===== src/hw/rtl/sha256_pkg.sv =====
// ----------------------------------------------------------------------------
// SHA-256 package
// Round constants, initial hash values and sequencer states.
// ----------------------------------------------------------------------------
`default_nettype none
package sha256_pkg;

   localparam logic [31:0] ROUND_K [64] = '{
      32'h428a2f98, 32'h71374491, 32'hb5c0fbcf, 32'he9b5dba5,
      32'h3956c25b, 32'h59f111f1, 32'h923f82a4, 32'hab1c5ed5,
      32'hd807aa98, 32'h12835b01, 32'h243185be, 32'h550c7dc3,
      32'h72be5d74, 32'h80deb1fe, 32'h9bdc06a7, 32'hc19bf174,
      32'he49b69c1, 32'hefbe4786, 32'h0fc19dc6, 32'h240ca1cc,
      32'h2de92c6f, 32'h4a7484aa, 32'h5cb0a9dc, 32'h76f988da,
      32'h983e5152, 32'ha831c66d, 32'hb00327c8, 32'hbf597fc7,
      32'hc6e00bf3, 32'hd5a79147, 32'h06ca6351, 32'h14292967,
      32'h27b70a85, 32'h2e1b2138, 32'h4d2c6dfc, 32'h53380d13,
      32'h650a7354, 32'h766a0abb, 32'h81c2c92e, 32'h92722c85,
      32'ha2bfe8a1, 32'ha81a664b, 32'hc24b8b70, 32'hc76c51a3,
      32'hd192e819, 32'hd6990624, 32'hf40e3585, 32'h106aa070,
      32'h19a4c116, 32'h1e376c08, 32'h2748774c, 32'h34b0bcb5,
      32'h391c0cb3, 32'h4ed8aa4a, 32'h5b9cca4f, 32'h682e6ff3,
      32'h748f82ee, 32'h78a5636f, 32'h84c87814, 32'h8cc70208,
      32'h90befffa, 32'ha4506ceb, 32'hbef9a3f7, 32'hc67178f2};

   localparam logic [31:0] INIT_HASH [8] = '{
      32'h6a09e667, 32'hbb67ae85, 32'h3c6ef372, 32'ha54ff53a,
      32'h510e527f, 32'h9b05688c, 32'h1f83d9ab, 32'h5be0cd19};

   localparam logic [7:0] PAD_BYTE   = 8'h80;
   localparam logic [5:0] LEN_LIMIT  = 6'd56;

   typedef enum logic [3:0] {
      ST_IDLE,     // take a request
      ST_WRITE,    // write the merged block word back
      ST_LOAD,     // copy chain words into round variables
      ST_ROUND,    // one compression round per cycle
      ST_ADD,      // add round variables into chain words
      ST_CLEAR,    // zero the block store
      ST_PAD,      // write the pad byte
      ST_LEN,      // write the bit length
      ST_OUT,      // deliver digest words
      ST_INIT      // restore initial chain words
   } state_type;

   typedef enum logic [1:0] {
      NX_DONE,     // back to idle
      NX_PAD,      // padding still to add
      NX_LEN,      // length block still to compress
      NX_OUT       // digest ready
   } after_type;

endpackage
`default_nettype wire


===== src/hw/rtl/sha256_if.sv =====
// ----------------------------------------------------------------------------
// SHA-256 stream interfaces
// Valid/ready channels for request bytes and digest words.
// ----------------------------------------------------------------------------
`default_nettype none
interface sha256_req_if;
   logic       valid;
   logic       ready;
   logic [7:0] data_byte;
   logic       byte_valid;
   logic       last;
   modport source (output valid, data_byte, byte_valid, last, input ready);
   modport sink   (input valid, data_byte, byte_valid, last, output ready);
endinterface

interface sha256_rsp_if;
   logic        valid;
   logic        ready;
   logic [2:0]  word_index;
   logic [31:0] digest_word;
   logic        last_word;
   modport source (output valid, word_index, digest_word, last_word, input ready);
   modport sink   (input valid, word_index, digest_word, last_word, output ready);
endinterface
`default_nettype wire


===== src/hw/rtl/sha256_byte_stream_hasher.sv =====
// ----------------------------------------------------------------------------
// SHA-256 byte stream hasher
// A byte is taken with a block word read, then the merged word is written back;
// a full block then runs chain load, compression rounds, chain add and block clear.
// Block words come from memory; the schedule window is a 16-word shift register.
// A last request adds pad and length writes, one or two block compressions,
// then 8 digest words, each read and then held until the receiver takes it.
// Reset (and each digest) reloads the chain words, then clears the block store.
// ----------------------------------------------------------------------------
`default_nettype none
module sha256_byte_stream_hasher (
   input  wire logic       clock,
   input  wire logic       reset,
   sha256_req_if.sink      req,
   sha256_rsp_if.source    rsp
);

   // block store / message schedule: 16 words, one read and one write port, registered read
   logic [31:0] blk_mem [16];
   logic [31:0] blk_rd_ff;
   logic [3:0]  blk_ra, blk_wa;
   logic        blk_we;
   logic [31:0] blk_wd;

   // chain words: 8 words, one read and one write port, registered read
   logic [31:0] chn_mem [8];
   logic [31:0] chn_rd_ff;
   logic [2:0]  chn_ra, chn_wa;
   logic        chn_we;
   logic [31:0] chn_wd;

   always_ff @(posedge clock) begin
      if (blk_we) blk_mem[blk_wa] <= blk_wd;
      blk_rd_ff <= blk_mem[blk_ra];
      if (chn_we) chn_mem[chn_wa] <= chn_wd;
      chn_rd_ff <= chn_mem[chn_ra];
   end

   sha256_pkg::state_type state_ff, state_in;
   sha256_pkg::after_type after_ff, after_in;
   logic [5:0]  fill_ff, fill_in;
   logic [60:0] bytes_ff, bytes_in;
   logic [6:0]  cnt_ff, cnt_in;
   logic [7:0]  byte_ff, byte_in;
   logic        last_ff, last_in;
   logic [31:0] v_ff [8];
   logic [31:0] v_in [8];
   logic [31:0] w_ff [16];   // rolling schedule window
   logic [31:0] w_in [16];

   function automatic logic [31:0] ror(input logic [31:0] x, input int n);
      ror = (x >> n) | (x << (32 - n));
   endfunction

   logic [31:0] wt, t1, t2, s0, s1, wnew, merged;
   logic [1:0]  bsel;

   always_comb begin
      s0 = ror(w_ff[1], 7) ^ ror(w_ff[1], 18) ^ (w_ff[1] >> 3);
      s1 = ror(w_ff[14], 17) ^ ror(w_ff[14], 19) ^ (w_ff[14] >> 10);
      wnew = s1 + w_ff[9] + s0 + w_ff[0];
      // first 16 rounds take words straight from memory
      wt = (cnt_ff < 7'd16) ? blk_rd_ff : wnew;
      t1 = v_ff[7] + (ror(v_ff[4], 6) ^ ror(v_ff[4], 11) ^ ror(v_ff[4], 25))
         + ((v_ff[4] & v_ff[5]) ^ (~v_ff[4] & v_ff[6]))
         + sha256_pkg::ROUND_K[cnt_ff[5:0]] + wt;
      t2 = (ror(v_ff[0], 2) ^ ror(v_ff[0], 13) ^ ror(v_ff[0], 22))
         + ((v_ff[0] & v_ff[1]) ^ (v_ff[0] & v_ff[2]) ^ (v_ff[1] & v_ff[2]));
      bsel = fill_ff[1:0];
      merged = blk_rd_ff;
      case (bsel)
         2'd0: merged[31:24] = byte_ff;
         2'd1: merged[23:16] = byte_ff;
         2'd2: merged[15:8]  = byte_ff;
         default: merged[7:0] = byte_ff;
      endcase
   end

   always_comb begin
      state_in = state_ff;
      after_in = after_ff;
      fill_in  = fill_ff;
      bytes_in = bytes_ff;
      cnt_in   = cnt_ff;
      byte_in  = byte_ff;
      last_in  = last_ff;
      v_in     = v_ff;
      w_in     = w_ff;
      blk_ra = fill_ff[5:2];
      blk_wa = fill_ff[5:2];
      blk_we = 1'b0;
      blk_wd = merged;
      chn_ra = cnt_ff[2:0];
      chn_wa = cnt_ff[2:0];
      chn_we = 1'b0;
      chn_wd = 32'd0;
      req.ready = 1'b0;
      rsp.valid = 1'b0;
      rsp.word_index  = cnt_ff[3:1];
      rsp.digest_word = chn_rd_ff;
      rsp.last_word   = (cnt_ff[3:1] == 3'd7);
      unique case (state_ff)
         sha256_pkg::ST_INIT: begin
            chn_we = 1'b1;
            chn_wd = sha256_pkg::INIT_HASH[cnt_ff[2:0]];
            cnt_in = cnt_ff + 7'd1;
            if (cnt_ff == 7'd7) begin
               cnt_in = 7'd0;
               fill_in = 6'd0;
               bytes_in = 61'd0;
               state_in = sha256_pkg::ST_CLEAR;
               after_in = sha256_pkg::NX_DONE;
            end
         end
         sha256_pkg::ST_IDLE: begin
            req.ready = 1'b1;
            if (req.valid) begin
               byte_in = req.data_byte;
               last_in = req.last;
               if (req.byte_valid) begin
                  state_in = sha256_pkg::ST_WRITE;
                  bytes_in = bytes_ff + 61'd1;
               end else if (req.last) begin
                  state_in = sha256_pkg::ST_PAD;
               end
            end
         end
         sha256_pkg::ST_WRITE: begin
            blk_we = 1'b1;
            fill_in = fill_ff + 6'd1;
            if (fill_ff == 6'd63) begin
               state_in = sha256_pkg::ST_LOAD;
               after_in = last_ff ? sha256_pkg::NX_PAD : sha256_pkg::NX_DONE;
            end else if (last_ff) begin
               state_in = sha256_pkg::ST_PAD;
            end else begin
               state_in = sha256_pkg::ST_IDLE;
            end
         end
         sha256_pkg::ST_PAD: begin
            // first pass issues the pad word read; second pass merges in the pad byte
            blk_ra = fill_ff[5:2];
            if (cnt_ff == 7'd0) begin
               cnt_in = 7'd1;
            end else begin
               cnt_in = 7'd0;
               blk_we = 1'b1;
               case (bsel)
                  2'd0: blk_wd = {sha256_pkg::PAD_BYTE, blk_rd_ff[23:0]};
                  2'd1: blk_wd = {blk_rd_ff[31:24], sha256_pkg::PAD_BYTE, blk_rd_ff[15:0]};
                  2'd2: blk_wd = {blk_rd_ff[31:16], sha256_pkg::PAD_BYTE, blk_rd_ff[7:0]};
                  default: blk_wd = {blk_rd_ff[31:8], sha256_pkg::PAD_BYTE};
               endcase
               fill_in = fill_ff + 6'd1;
               if (fill_ff == 6'd63 || fill_ff >= sha256_pkg::LEN_LIMIT) begin
                  state_in = sha256_pkg::ST_LOAD;
                  after_in = sha256_pkg::NX_LEN;
               end else begin
                  state_in = sha256_pkg::ST_LEN;
               end
            end
         end
         sha256_pkg::ST_LEN: begin
            blk_we = 1'b1;
            if (cnt_ff == 7'd0) begin
               blk_wa = 4'd14;
               blk_wd = {bytes_ff[60:29]};
               cnt_in = 7'd1;
            end else begin
               blk_wa = 4'd15;
               blk_wd = {bytes_ff[28:0], 3'b000};
               cnt_in = 7'd0;
               state_in = sha256_pkg::ST_LOAD;
               after_in = sha256_pkg::NX_OUT;
            end
         end
         sha256_pkg::ST_LOAD: begin
            // cnt 0..8: read chain word cnt, capture previous one
            chn_ra = cnt_ff[2:0];
            blk_ra = 4'd0;
            if (cnt_ff != 7'd0) v_in[cnt_ff[2:0] - 3'd1] = chn_rd_ff;
            cnt_in = cnt_ff + 7'd1;
            if (cnt_ff == 7'd8) begin
               cnt_in = 7'd0;
               state_in = sha256_pkg::ST_ROUND;
            end
         end
         sha256_pkg::ST_ROUND: begin
            blk_ra = 4'(cnt_ff + 7'd1);
            v_in[7] = v_ff[6];
            v_in[6] = v_ff[5];
            v_in[5] = v_ff[4];
            v_in[4] = v_ff[3] + t1;
            v_in[3] = v_ff[2];
            v_in[2] = v_ff[1];
            v_in[1] = v_ff[0];
            v_in[0] = t1 + t2;
            for (int i = 0; i < 15; i++) w_in[i] = w_ff[i + 1];
            w_in[15] = wt;
            cnt_in = cnt_ff + 7'd1;
            if (cnt_ff == 7'd63) begin
               cnt_in = 7'd0;
               state_in = sha256_pkg::ST_ADD;
            end
         end
         sha256_pkg::ST_ADD: begin
            // even cnt: read word; odd cnt: write sum back
            chn_ra = cnt_ff[3:1];
            chn_wa = cnt_ff[3:1];
            chn_wd = chn_rd_ff + v_ff[cnt_ff[3:1]];
            chn_we = cnt_ff[0];
            cnt_in = cnt_ff + 7'd1;
            if (cnt_ff == 7'd15) begin
               cnt_in = 7'd0;
               state_in = sha256_pkg::ST_CLEAR;
            end
         end
         sha256_pkg::ST_CLEAR: begin
            blk_we = 1'b1;
            blk_wa = cnt_ff[3:0];
            blk_wd = 32'd0;
            cnt_in = cnt_ff + 7'd1;
            if (cnt_ff == 7'd15) begin
               cnt_in = 7'd0;
               unique case (after_ff)
                  sha256_pkg::NX_PAD: state_in = sha256_pkg::ST_PAD;
                  sha256_pkg::NX_LEN: state_in = sha256_pkg::ST_LEN;
                  sha256_pkg::NX_OUT: state_in = sha256_pkg::ST_OUT;
                  default:            state_in = sha256_pkg::ST_IDLE;
               endcase
            end
         end
         sha256_pkg::ST_OUT: begin
            // even cnt: read word; odd cnt: present it
            chn_ra = cnt_ff[3:1];
            rsp.valid = cnt_ff[0];
            if (!cnt_ff[0] || rsp.ready) begin
               cnt_in = cnt_ff + 7'd1;
               if (cnt_ff == 7'd15) begin
                  cnt_in = 7'd0;
                  state_in = sha256_pkg::ST_INIT;
               end
            end
         end
         default: state_in = sha256_pkg::ST_INIT;
      endcase
   end

   always_ff @(posedge clock) begin
      if (reset) begin
         state_ff <= sha256_pkg::ST_INIT;
         after_ff <= sha256_pkg::NX_DONE;
         fill_ff  <= 6'd0;
         bytes_ff <= 61'd0;
         cnt_ff   <= 7'd0;
         last_ff  <= 1'b0;
      end else begin
         state_ff <= state_in;
         after_ff <= after_in;
         fill_ff  <= fill_in;
         bytes_ff <= bytes_in;
         cnt_ff   <= cnt_in;
         last_ff  <= last_in;
      end
      byte_ff <= byte_in;
      v_ff    <= v_in;
      w_ff    <= w_in;
   end

endmodule
`default_nettype wire


===== src/flat_wrapper.sv =====
// flat-port wrapper written by rule: the top's interface ports become plain ports
module sha256_byte_stream_hasher_flat 
  (clock, reset, req_valid, req_data_byte, req_byte_valid, req_last, req_ready, rsp_valid, rsp_word_index, rsp_digest_word, rsp_last_word, rsp_ready);
  sha256_req_if req_i ();
  sha256_rsp_if rsp_i ();
  input  wire logic clock;
  input  wire logic reset;
  input wire logic [$bits(req_i.valid)-1:0] req_valid;
  input wire logic [$bits(req_i.data_byte)-1:0] req_data_byte;
  input wire logic [$bits(req_i.byte_valid)-1:0] req_byte_valid;
  input wire logic [$bits(req_i.last)-1:0] req_last;
  output wire logic [$bits(req_i.ready)-1:0] req_ready;
  output wire logic [$bits(rsp_i.valid)-1:0] rsp_valid;
  output wire logic [$bits(rsp_i.word_index)-1:0] rsp_word_index;
  output wire logic [$bits(rsp_i.digest_word)-1:0] rsp_digest_word;
  output wire logic [$bits(rsp_i.last_word)-1:0] rsp_last_word;
  input wire logic [$bits(rsp_i.ready)-1:0] rsp_ready;
  assign req_i.valid = req_valid;
  assign req_i.data_byte = req_data_byte;
  assign req_i.byte_valid = req_byte_valid;
  assign req_i.last = req_last;
  assign req_ready = req_i.ready;
  assign rsp_valid = rsp_i.valid;
  assign rsp_word_index = rsp_i.word_index;
  assign rsp_digest_word = rsp_i.digest_word;
  assign rsp_last_word = rsp_i.last_word;
  assign rsp_i.ready = rsp_ready;
  sha256_byte_stream_hasher u_core (.clock(clock), .reset(reset), .req(req_i), .rsp(rsp_i));
endmodule

===== config.mk =====
export PLATFORM = sky130hd
export DESIGN_NAME = sha256_byte_stream_hasher_flat
export DESIGN_NICKNAME = d
export VERILOG_FILES = /design/src/hw/rtl/sha256_pkg.sv /design/src/hw/rtl/sha256_if.sv /design/src/hw/rtl/sha256_byte_stream_hasher.sv /design/src/flat_wrapper.sv
export SDC_FILE = /design/constraint.sdc
export NUM_CORES = 2
export LEC_CHECK = 0
export BUFFER_PORTS_ARGS = -buffer_cell sky130_fd_sc_hd__buf_4
export CORE_ASPECT_RATIO = 0.8
export CORE_MARGIN = 1.5
export CORE_UTILIZATION = 45
export DETAILED_ROUTE_END_ITERATION = 12
export PLACE_DENSITY = 0.67
export SLEW_MARGIN = 20
export SYNTH_ARGS = -nofsm -noshare
export SYNTH_HDL_FRONTEND = slang
export SYNTH_SLANG_ARGS = --single-unit

===== constraint.sdc =====
create_clock -name clock -period 23.2 [get_ports clock]
set_input_delay 4.64 -clock clock [delete_from_list [all_inputs] [get_ports clock]]
set_output_delay 4.64 -clock clock [all_outputs]
set_load 0.005 [all_outputs]

==> results.sh <==
export IMPL_cts_tree="built"
export IMPL_grt_usage_pct=25.9
export IMPL_cts_buffer_depth=3
export IMPL_synth_avg_cell_area_um2=12.7
export IMPL_crit_slowest_cell="o31ai_1"
export IMPL_rsz0062_at_grt="false"
export IMPL_syn_area_mm2=0.0826
export IMPL_crit_path_max_fanout=6
export IMPL_wl_um=245000
export IMPL_clock_root_buffer="clkbuf_16"
export IMPL_cts_hold_fix_buffers=0
export IMPL_outcome="finished, final reports clean"
export IMPL_clk_latency_ns=0.83
export IMPL_wl_per_cell_um=27.2
export IMPL_cts_buffers=160
export IMPL_fin_crit_sh_pct=46.5
export IMPL_synth_area_leaders="edfxtp_1 (56%), fa_1 (4.6%), nand2_1 (3.9%), mux4_2 (3.8%), dfxtp_1 (3.5%)"
export IMPL_grt_overflow=0
export IMPL_drtAntennaViolNets=0
export IMPL_worst_pin_slew_ns=1.26
export IMPL_cts_htree_levels=4
export IMPL_dieArea_mm2=0.186
export IMPL_worstPathArrival_ns=11.33
export IMPL_final_nets=6853
export IMPL_ys_top_cells_by_count="edfxtp_1 (1544), nand2_1 (857), a21oi_1 (497)"
export IMPL_drv_slew=0
export IMPL_num_rows=140
export IMPL_routabilityCongestion=0.990
export IMPL_critPathCaptureType="register"
export IMPL_grt_pass1_wl_um=351000
export IMPL_hpwl_um=166000
export IMPL_pin_count=52
export IMPL_postCtsSetupBuffers=0
export IMPL_grt_pass1_vias=50700
export IMPL_vias_per_cell=6.03
export IMPL_syn_nets=6907
export IMPL_cts_resized=0
export IMPL_synth_edff_count=1544
export IMPL_slowest_delay_ns=0.63
export IMPL_min_path_type="reg2reg"
export IMPL_port_buffers=51
export IMPL_reg2regPathDepth=37
export IMPL_yosysWarnings=0
export IMPL_setup_viol=0
export IMPL_die_y_um=386
export IMPL_fin_util_pct=50.2
export IMPL_numClockSinks=1689
export IMPL_hold_violations=0
export IMPL_fmax_ghz=0.0927
export IMPL_synth_top_cell_area_share_pct=56.1
export IMPL_final_layout_size_suffix_gt1_share_pct=10.3
export IMPL_worstPathRequired_ns=23.74
export IMPL_grt_max_degree=178
export IMPL_startpoint_type="register"
export IMPL_tns_ns=0
export IMPL_synth_most_common_cell="edfxtp_1"
export IMPL_first_iter_violations=7221
export IMPL_clk_pin_slew_ns=0.07
export IMPL_drv_cap=0
export IMPL_whs_path_depth=0
export IMPL_relSlewSlack_pct=14.8
export IMPL_vias=54300
export IMPL_worst_hold_slack_ns=0.409
export IMPL_synth_seq_area_share_pct=59.6
export IMPL_chipWidth_um=482
export IMPL_dpl_instance_area_mm2=0.0859
export IMPL_async_flop_share_pct=0
export IMPL_fin_area_mm2=0.0914
export IMPL_post_synth_top_area_cell="edfxtp_1"
export IMPL_fin_skew_ns=0.0391
export IMPL_coreArea_mm2=0.182
export IMPL_area_delta_synth_final_pct=10.7
export IMPL_crit_type="reg2reg"
export IMPL_firstDrtPassIters=6
export IMPL_finalCriticalPeriod_ns=10.79
export IMPL_syn_inst=6516
export IMPL_synth_ff_type="edfxtp_1"
export IMPL_ys_ff_latch=1689
export IMPL_ys_types=86
export IMPL_grt_antenna_before_repair=20
export IMPL_drc=0
export IMPL_initial_utilization_pct=45.3
registers in the layout, indices dropped and copies added (netlist names):
signal                  count
u_core.chn_mem            256
u_core.rsp.digest_word     32
u_core.cnt_ff               7
u_core.bytes_ff            61
u_core.last_ff              1
u_core.fill_ff              6
u_core.v_ff               256
u_core.w_ff               512
u_core.byte_ff              8
u_core.after_ff             2
u_core.blk_rd_ff           32
u_core.blk_mem            512
u_core.state_ff             4
cells in the final DEF (no fill, tap or decap), drive strengths merged, types with 37 or more instances in the layout:
cell type,count
edfxtp,1544
nand2,858
a21oi,498
inv,296
xnor2,285
nor2,282
o21ai,221
clkbuf,215
ha,189
fa,188
a211oi,187
buf,177
xor2,161
and2,146
dfxtp,145
mux4,139
nand3,134
a21o,100
a31oi,93
a311oi,79
mux2i,56
clkinv,50
nor3,49
mux2,37
per-layer routing:
metal	vias to the layer above	wire length (um)	track usage, %
met5	-	386	0.877
met4	24	6300	7.06
met3	388	31000	8.76
met2	2864	102000	35.8
met1	27200	105000	38.5
li1	23800	-	-
kinds of logic after synthesis:
kind of cell	synth area share, %
compound gates	10.9
xor+xnor	4.78
mux	4.97
buf+inv	3.14
fa+ha+maj	7.62
flops	59.6
simple gates	8.91
stage by stage:
step	instances	setup slack, ns
CTS	9009	12.57
finish	9013	12.41
floorplan	6516	5.15
global route	9011	11.74
global placement	8711	12.66
detailed placement	8712	12.67
worst paths after layout:
check        slack (ns)                          to                       start
max               12.41  u_core.v_ff[127]$_DFFE_PP_  u_core.w_ff[452]$_DFFE_PP_
min                0.41  u_core.w_ff[104]$_DFFE_PP_   u_core.w_ff[72]$_DFFE_PP_
max reg2reg       12.41  u_core.v_ff[127]$_DFFE_PP_  u_core.w_ff[452]$_DFFE_PP_
min reg2reg        0.41  u_core.w_ff[104]$_DFFE_PP_   u_core.w_ff[72]$_DFFE_PP_
final cells by class:
class                   instances  area, um2
multi-input cells            4145      31100
inverters                     289       1100
diodes                          2       5.00
fillers                     15500      90700
well taps                    2414       3020
repair buffers                177       1410
clock inverters                82       1130
flip-flops and latches       1689      49300
clock buffers                 215       4370
critical path, delay by kind of cell (launching register included):
family	cells	cell delay, ns
multiplexers	1	0.38
XOR/XNOR	5	0.98
flip-flops	1	0.48
adder cells (fa/ha/maj)	8	3.45
AND/OR/NAND/NOR	5	0.85
buffers and inverters	1	0.04
AO/OA/AOI/OAI	17	4.29
Power is left out: the tool's default activity adds up to more than one toggle a clock period on the data nets, which glitch-free logic cannot reach.
